[config.mk]
export PLATFORM = sky130hd
export DESIGN_NAME = sustained_motion_detector_top
export DESIGN_NICKNAME = d
export VERILOG_FILES = /design/src/hw/rtl/smd_pkg.sv /design/src/hw/rtl/sustained_motion_detector_top.sv
export SDC_FILE = /design/constraint.sdc
export NUM_CORES = 2
export LEC_CHECK = 0
export ABC_AREA = 0
export ABC_CLOCK_PERIOD_IN_PS = 3970
export BUFFER_PORTS_ARGS = -buffer_cell sky130_fd_sc_hd__buf_2
export CAP_MARGIN = 10
export CORE_MARGIN = 10
export CORE_UTILIZATION = 57
export CTS_CLUSTER_DIAMETER = 200
export DETAILED_ROUTE_END_ITERATION = 10
export HOLD_SLACK_MARGIN = 0.15
export PLACE_DENSITY_LB_ADDON = 0.12
export SYNTH_ARGS = -nofsm -noshare
export SYNTH_HDL_FRONTEND = slang
export SYNTH_SLANG_ARGS = --single-unit
[constraint.sdc]
create_clock -name i_clk -period 3.97 [get_ports i_clk]
set_clock_uncertainty 0.05 [all_clocks]
set_input_delay 1.191 -clock i_clk [delete_from_list [all_inputs] [get_ports i_clk]]
set_output_delay 1.191 -clock i_clk [all_outputs]
set_load 0.01 [all_outputs]
[src/hw/rtl/smd_pkg.sv]
// types and constants of the sustained motion detector
package smd_pkg;

    localparam int AXIS_W  = 16;
    localparam int MAG_W   = 16;
    localparam int SUM_W   = 32;
    localparam int REM_W   = 17;
    localparam int THR_W   = 16;
    localparam int HOLD_W  = 10;
    localparam int COOL_W  = 16;
    localparam int CFG_A_W = 2;
    localparam int CFG_D_W = 16;
    localparam int STEP_W  = 4;

    localparam logic [CFG_A_W-1:0] CFG_RANGE_THRESHOLD = 2'd0;
    localparam logic [CFG_A_W-1:0] CFG_HOLD_LENGTH     = 2'd1;
    localparam logic [CFG_A_W-1:0] CFG_COOLDOWN_TICKS  = 2'd2;

    localparam logic [THR_W-1:0]  RST_RANGE_THRESHOLD = 16'd250;
    localparam logic [HOLD_W-1:0] RST_HOLD_LENGTH     = 10'd25;
    localparam logic [COOL_W-1:0] RST_COOLDOWN_TICKS  = 16'd600;

    typedef struct packed {
        logic signed [AXIS_W-1:0] accel_x;
        logic signed [AXIS_W-1:0] accel_y;
        logic signed [AXIS_W-1:0] accel_z;
        logic                     sample_ok;
    } t_in_item;

    typedef struct packed {
        logic             event_fired;
        logic [MAG_W-1:0] window_range;
        logic             window_full;
    } t_out_item;

    typedef enum logic [2:0] {
        S_IDLE,
        S_MUL,
        S_SQRT,
        S_WRITE,
        S_SCAN,
        S_DONE
    } t_state;

endpackage

[src/hw/rtl/sustained_motion_detector_top.sv]
// sustained motion detector: serial magnitude, ring scan and event logic
//
// input channel (i_in_valid / o_in_ready / i_in_item) takes one sample tick
// per item; output channel (o_out_valid / i_out_ready / o_out_item) returns
// exactly one result item per tick, in order
// configuration: i_cfg_we with i_cfg_addr and i_cfg_wdata writes one register
// (0 range threshold, 1 hold length, 2 cooldown ticks); other indexes ignored
// a valid sample runs through a shift-add squarer (msb first),
// a restoring square root (one 2-bit digit per step), one ring write
// and, once the window is full, a scan of the ring memory (one read port)
// one item is worked on at a time: o_in_ready is high only when idle
// the result sits in an output register; a stalled receiver holds the block
// in its final step until that register frees, and no item is lost
// reset clears counters, run, cooldown and the output valid, and restores
// the register defaults; the ring is left as is and is only read once full
module sustained_motion_detector_top
    import smd_pkg::*;
#(
    parameter int WINDOW = 40
) (
    input  logic                 i_clk,
    input  logic                 i_rst_n,
    input  logic                 i_in_valid,
    output logic                 o_in_ready,
    input  t_in_item             i_in_item,
    output logic                 o_out_valid,
    input  logic                 i_out_ready,
    output t_out_item            o_out_item,
    input  logic                 i_cfg_we,
    input  logic [CFG_A_W-1:0]   i_cfg_addr,
    input  logic [CFG_D_W-1:0]   i_cfg_wdata
);

    localparam int AW = $clog2(WINDOW);
    localparam int CW = $clog2(WINDOW + 1);

    // control state
    t_state              r_state, n_state;
    logic [STEP_W-1:0]   r_step;
    logic [CW-1:0]       r_scan;
    logic [AW-1:0]       r_wp;
    logic [CW-1:0]       r_fill;
    logic [HOLD_W-1:0]   r_run;
    logic [COOL_W-1:0]   r_cool;
    logic                r_ok;
    logic                r_eval;
    logic                r_out_valid;

    // configuration
    logic [THR_W-1:0]    r_thr;
    logic [HOLD_W-1:0]   r_hold;
    logic [COOL_W-1:0]   r_cool_len;

    // datapath
    logic [MAG_W-1:0]    r_ax, r_ay, r_az;
    logic [MAG_W-1:0]    r_bx, r_by, r_bz;
    logic [SUM_W-1:0]    r_acc;
    logic [REM_W-1:0]    r_rem;
    logic [MAG_W-1:0]    r_root;
    logic [MAG_W-1:0]    r_lo, r_hi;
    logic [MAG_W-1:0]    r_rd_data;
    t_out_item           r_out_item;

    // ring memory
    logic [MAG_W-1:0]    r_ring [WINDOW];

    // combinational helpers
    logic                accept;
    logic                out_free;
    logic                step_last;
    logic                scan_last;
    logic                load_out;
    logic [SUM_W-1:0]    acc_next;
    logic [REM_W+1:0]    rem_sh;
    logic [REM_W+1:0]    trial;
    logic                root_bit;
    logic [AW-1:0]       rd_addr;
    logic [MAG_W-1:0]    range;
    logic                moving;
    logic [HOLD_W-1:0]   need;
    logic [HOLD_W-1:0]   run_inc;
    logic                hold_hit;
    logic                fire;

    function automatic logic [MAG_W-1:0] abs_axis(input logic signed [AXIS_W-1:0] v);
        logic [MAG_W-1:0] u;
        u = MAG_W'(v);
        return v[AXIS_W-1] ? (~u + 1'b1) : u;
    endfunction

    // next state
    always_comb begin
        n_state = r_state;
        case (r_state)
            S_IDLE: begin
                if (i_in_valid) begin
                    n_state = i_in_item.sample_ok ? S_MUL : S_DONE;
                end
            end
            S_MUL: begin
                if (step_last) begin
                    n_state = S_SQRT;
                end
            end
            S_SQRT: begin
                if (step_last) begin
                    n_state = S_WRITE;
                end
            end
            S_WRITE: begin
                n_state = (r_fill < CW'(WINDOW)) ? S_DONE : S_SCAN;
            end
            S_SCAN: begin
                if (scan_last) begin
                    n_state = S_DONE;
                end
            end
            S_DONE: begin
                if (out_free) begin
                    n_state = S_IDLE;
                end
            end
            default: n_state = S_IDLE;
        endcase
    end

    // control outputs
    always_comb begin
        o_in_ready = (r_state == S_IDLE);
        load_out   = (r_state == S_DONE) && out_free;
    end

    assign accept    = i_in_valid && o_in_ready;
    assign out_free  = !r_out_valid || i_out_ready;
    assign step_last = (r_step == {STEP_W{1'b1}});
    assign scan_last = (r_scan == CW'(WINDOW));

    // msb-first shift-add of the three squares at once
    assign acc_next = {r_acc[SUM_W-2:0], 1'b0}
                    + {{(SUM_W-MAG_W){1'b0}}, (r_bx[MAG_W-1] ? r_ax : '0)}
                    + {{(SUM_W-MAG_W){1'b0}}, (r_by[MAG_W-1] ? r_ay : '0)}
                    + {{(SUM_W-MAG_W){1'b0}}, (r_bz[MAG_W-1] ? r_az : '0)};

    // one root digit per cycle
    assign rem_sh   = {r_rem, r_acc[SUM_W-1 -: 2]};
    assign trial    = {1'b0, r_root, 2'b01};
    assign root_bit = (rem_sh >= trial);

    assign rd_addr = (r_scan < CW'(WINDOW)) ? r_scan[AW-1:0] : '0;

    // evaluation of the scanned window
    assign range    = r_hi - r_lo;
    assign moving   = (range >= r_thr);
    assign need     = (r_hold == '0) ? HOLD_W'(1) : r_hold;
    assign run_inc  = r_run + 1'b1;
    assign hold_hit = r_eval && moving && (run_inc >= need);
    assign fire     = hold_hit && (r_cool == '0);

    // control registers
    always_ff @(posedge i_clk) begin
        if (!i_rst_n) begin
            r_state     <= S_IDLE;
            r_step      <= '0;
            r_scan      <= '0;
            r_wp        <= '0;
            r_fill      <= '0;
            r_run       <= '0;
            r_cool      <= '0;
            r_ok        <= 1'b0;
            r_eval      <= 1'b0;
            r_out_valid <= 1'b0;
            r_thr       <= RST_RANGE_THRESHOLD;
            r_hold      <= RST_HOLD_LENGTH;
            r_cool_len  <= RST_COOLDOWN_TICKS;
        end else begin
            r_state <= n_state;
            if (i_cfg_we) begin
                case (i_cfg_addr)
                    CFG_RANGE_THRESHOLD: r_thr      <= i_cfg_wdata[THR_W-1:0];
                    CFG_HOLD_LENGTH:     r_hold     <= i_cfg_wdata[HOLD_W-1:0];
                    CFG_COOLDOWN_TICKS:  r_cool_len <= i_cfg_wdata[COOL_W-1:0];
                    default: ;
                endcase
            end
            if (accept) begin
                r_step <= '0;
                r_ok   <= i_in_item.sample_ok;
                r_eval <= 1'b0;
            end
            if ((r_state == S_MUL) || (r_state == S_SQRT)) begin
                r_step <= r_step + 1'b1;
            end
            if (r_state == S_WRITE) begin
                r_scan <= '0;
                r_wp   <= (r_wp == AW'(WINDOW - 1)) ? '0 : r_wp + 1'b1;
                if (r_fill < CW'(WINDOW)) begin
                    r_fill <= r_fill + 1'b1;
                end else begin
                    r_eval <= 1'b1;
                end
            end
            if (r_state == S_SCAN) begin
                r_scan <= r_scan + 1'b1;
            end
            if (load_out) begin
                if (r_eval) begin
                    if (!moving || hold_hit) begin
                        r_run <= '0;
                    end else begin
                        r_run <= run_inc;
                    end
                end
                if (fire) begin
                    r_cool <= r_cool_len;
                end else if (r_cool != '0) begin
                    r_cool <= r_cool - 1'b1;
                end
                r_out_valid <= 1'b1;
            end else if (i_out_ready) begin
                r_out_valid <= 1'b0;
            end
        end
    end

    // datapath registers
    always_ff @(posedge i_clk) begin
        if (accept) begin
            r_ax   <= abs_axis(i_in_item.accel_x);
            r_ay   <= abs_axis(i_in_item.accel_y);
            r_az   <= abs_axis(i_in_item.accel_z);
            r_bx   <= abs_axis(i_in_item.accel_x);
            r_by   <= abs_axis(i_in_item.accel_y);
            r_bz   <= abs_axis(i_in_item.accel_z);
            r_acc  <= '0;
            r_rem  <= '0;
            r_root <= '0;
        end
        if (r_state == S_MUL) begin
            r_acc <= acc_next;
            r_bx  <= {r_bx[MAG_W-2:0], 1'b0};
            r_by  <= {r_by[MAG_W-2:0], 1'b0};
            r_bz  <= {r_bz[MAG_W-2:0], 1'b0};
        end
        if (r_state == S_SQRT) begin
            r_acc  <= {r_acc[SUM_W-3:0], 2'b00};
            r_root <= {r_root[MAG_W-2:0], root_bit};
            r_rem  <= root_bit ? REM_W'(rem_sh - trial) : rem_sh[REM_W-1:0];
        end
        if ((r_state == S_SCAN) && (r_scan != '0)) begin
            if (r_scan == CW'(1)) begin
                r_lo <= r_rd_data;
                r_hi <= r_rd_data;
            end else begin
                if (r_rd_data < r_lo) begin
                    r_lo <= r_rd_data;
                end
                if (r_rd_data > r_hi) begin
                    r_hi <= r_rd_data;
                end
            end
        end
        if (load_out) begin
            r_out_item.event_fired  <= fire;
            r_out_item.window_range <= r_eval ? range : '0;
            r_out_item.window_full  <= r_eval;
        end
    end

    // ring memory: one write port, one registered read port
    always_ff @(posedge i_clk) begin
        if (r_state == S_WRITE) begin
            r_ring[r_wp] <= r_root;
        end
        r_rd_data <= r_ring[rd_addr];
    end

    assign o_out_valid = r_out_valid;
    assign o_out_item  = r_out_item;

    // an accepted item always starts work
    a_accept_leaves_idle: assert property (@(posedge i_clk) disable iff (!i_rst_n)
        accept |=> (r_state != S_IDLE))
        else $error("accepted item left the block idle");

    // fill count saturates at the window depth
    a_fill_bound: assert property (@(posedge i_clk) disable iff (!i_rst_n)
        r_fill <= CW'(WINDOW))
        else $error("fill count beyond window depth");

    // an evaluated result only comes from a full window
    a_full_means_filled: assert property (@(posedge i_clk) disable iff (!i_rst_n)
        (r_out_valid && r_out_item.window_full) |-> (r_fill == CW'(WINDOW)))
        else $error("window evaluated before it was full");

    // an event only fires on an evaluated tick of a valid sample
    a_fire_needs_eval: assert property (@(posedge i_clk) disable iff (!i_rst_n)
        (load_out && fire) |-> (r_eval && r_ok))
        else $error("event fired without an evaluation");

    // a fired event loads the cooldown
    a_fire_loads_cool: assert property (@(posedge i_clk) disable iff (!i_rst_n)
        (load_out && fire) |=> (r_cool == $past(r_cool_len)))
        else $error("cooldown not loaded after an event");

endmodule

==> out/metrics.yaml <==
run_status:
  outcome: "finished with violations"
  failed_checks: "setup timing"
flow_run:
  max-cap-violations: 0
global_routing:
  grt_pass1_vias: 28700
  gr-total-overflow: 0
  grt_start_max_net_pins: 101
  grt_pass1_wl_um: 166000
  grt_antenna_before_repair: 6
  grt_util_all_layers_pct: 24.6
worst_setup_path:
  worstPathArrival_ns: 4.59
  required_ns: 4.48
  crit_type: "flip-flop to flip-flop"
  startpoint_type: "flip-flop"
  endpoint_kind: "flip-flop"
  cp_slowest_cell: "edfxtp_1"
  cp_max_fo: 6
  slowest_delay_ns: 0.45
  path_cells: "buf_6 > inv_2 > fa_2 > nor2b_2 > o21a_1 > o21ai_2 > a211oi_2 > o21a_1 > o21a_1 > buf_4 > o31a_1 > ha_4 > and4_1 > o21ai_1 > a21oi_2 > o211ai_1 > buf_4 > a21oi_4 > buf_6 > buf_4 > o2111ai_1 > o31ai_1"
cts:
  cts_buffers: 97
  cts_tree: "yes"
  cts_max_level: 3
  clk_latency_ns: 0.66
  clock_tree.buffer_depth: 3
  clk_pin_slew_worst_paths_ns: 0.06
  cts_root_buf: "clkbuf_16"
  numClockSinks: 962
synth:
  synthFlopType: "edfxtp_1"
  yosys_warnings: 0
  yosysSeqAreaShare_pct: 65.4
  yosysTopAreaCellShare_pct: 59.9
  synth_top_area_cell: "edfxtp_1"
  synth-seq-cells: 962
  synth-edff-count: 846
  synth_fp_nets: 3576
  syn_area_per_cell_um2: 12.6
  syn_area_mm2: 0.0424
  synthCells: 3353
  async_flop_share_pct: 0
  ys_top_cells_by_area: "edfxtp_1 60%, dfxtp_1 5.5%, nand2_1 3.8%"
  synth_cell_types: 71
placed_design:
  port_buffers: 91
  post-place-ws_ns: -0.366
  dp_hpwl_um: 68100
  place_area_mm2: 0.0451
  dp_cells: 4412
  place.gp.congestion: 0.866
route:
  ant_nets: 0
  dr.pass1.iters: 5
  route.detailed.drc: 0
  wl_per_cell_um: 23.5
  via_per_inst: 6.29
  vias: 29100
  drtIter0Drc: 3247
  wl_um: 108000
power:
  pwr_density_cell_mw_per_mm2: 672
  ir_drop_uv: 471
  p_leak_nw: 17.8
timing:
  min_period_over_period_pct: 103
  tns_ns: -1.18
  fin_ws_ns: -0.111
  finalHoldViolCount: 0
  maxSlewHeadroom_pct: 19.6
  fmaxAchievable_mhz: 245
  rsz0062_at_grt: "yes"
  fin_crit_ns: 4.08
  worstMarginPinSlew_ns: 1.21
  setup_violations: 18
  hold_ws_ns: 0.411
  slew_viol_final: 0
floorplan:
  ioPinCount: 92
  core-area_mm2: 0.0733
  rows: 99
  die_y_um: 293
  fp.dieW_um: 293
  initial_core_util_pct: 57.8
  die_area_mm2: 0.0857
finish:
  final_area_mm2: 0.0491
  diodes: 0
  layout_commonest_cell: "edfxtp_1"
  instances_no_fill: 4622
  area_growth_pct: 15.8
  fin_nets: 3803
  layout-drive-gt1-share_pct: 15.6
  most-common-layout-cells: "846 x edfxtp_1, 419 x nand2_1, 196 x buf_4"
  nFillCells: 5250
worst_hold_path:
  hp-class: "flip-flop to flip-flop"
==> final cells by class <==
cell class / instances / area [µm²] / share of cell area [%]
clock buffer: 127 / 2720 / 5.53
clock inverter: 55 / 554 / 1.13
inverter: 151 / 567 / 1.15
multi-input combinational: 2048 / 13900 / 28.4
sequential: 962 / 27700 / 56.5
tap: 959 / 1200 / 2.44
timing repair buffer: 320 / 2410 / 4.90
==> flip-flops by register name, indices dropped and copies added, names as in the netlist, 17 cells and up <==
register	flops
o_out_item	18
r_ring	640
r_rem	17
r_acc	32
==> stage by stage <==
stage | power, mW | util [%]
finish | 33.0 | 67.0
global route | 34.7 | 67.0
CTS | 32.5 | 66.3
detailed placement | 23.1 | 61.5
global placement | 22.7 | 61.5
floorplan | 20.0 | -
==> kinds of logic (layout without fill, tap and decap cells) <==
| group | after synthesis | after routing | synth area share [%] |
|---|---|---|---|
| compound gates | 821 | 821 | 13.4 |
| fa+ha+maj | 151 | 151 | 5.04 |
| flops | 962 | 962 | 65.4 |
| mux | 19 | 19 | 0.451 |
| simple gates | 951 | 951 | 10.4 |
| xor+xnor | 106 | 106 | 2.19 |
| buf+inv | 343 | 653 | 3.10 |
==> routing by layer <==
metal / share of wire (%) / global-route usage (%)
met5: 0 / 0
met4: 2.8 / 7.90
met3: 7.1 / 3.25
met2: 49 / 41.6
met1: 41 / 32.7
==> report_power, final <==
group | switching [mW] | total [mW] | internal [mW] | leakage [nW]
sequential | 0.544 | 13.5 | 13.0 | 8.72
clock | 3.84 | 9.27 | 5.42 | 1.59
combinational | 6.36 | 10.2 | 3.87 | 7.48
==> repair_timing <==
item,4_1_cts,5_1_grt
hold buffers,0,0
pin swaps,30,67
gates cloned,1,0
buffers inserted,10,21
setup endpoints to repair,36,44
resized for setup,43,91
==> critical path, delay by kind of cell (launching register included) <==
| kind | cells | cell delay (ns) |
|---|---|---|
| and+or+nand+nor | 2 | 0.25 |
| AOI/OAI and AO/OA | 12 | 1.94 |
| buffers and inverters | 6 | 0.83 |
| adders and majority gates | 2 | 0.50 |
| DFF | 1 | 0.45 |
==> worst paths after layout <==
check | end | slack, ns | depth (start not counted) | start
setup / recovery | r_cool[1] | -0.11 | 22 | r_hi[1]
hold / removal | r_cool_len[2] | 0.41 | 2 | r_cool_len[2]
setup reg to reg | r_cool[1] | -0.11 | 22 | r_hi[1]
hold reg to reg | r_cool_len[2] | 0.41 | 2 | r_cool_len[2]
==> Yosys cell counts (6+ instances only) <==
master	instances
o311a_1	7
dfxtp_1	116
o31a_1	6
nor4b_1	17
nor4_1	10
o31ai_1	15
a21o_1	29
nand3b_1	7
and2_1	25
edfxtp_1	846
nand2_1	429
clkbuf_1	162
a311oi_1	18
or4_1	8
o21ai_0	89
a211oi_1	88
fa_1	33
nor2_1	159
buf_2	9
nor3_1	37
o221ai_1	130
nand2b_1	24
ha_1	118
a22o_1	46
and3_1	77
xnor2_1	72
a31oi_1	90
buf_1	19
mux2i_1	18
nand3_1	93
a21oi_1	144
nand4_1	13
o22ai_1	82
inv_1	150
o211ai_1	20
nor2b_1	20
or3_1	14
xor2_1	34
o21a_1	13
Note: power is estimated with default switching activity, not from simulation.
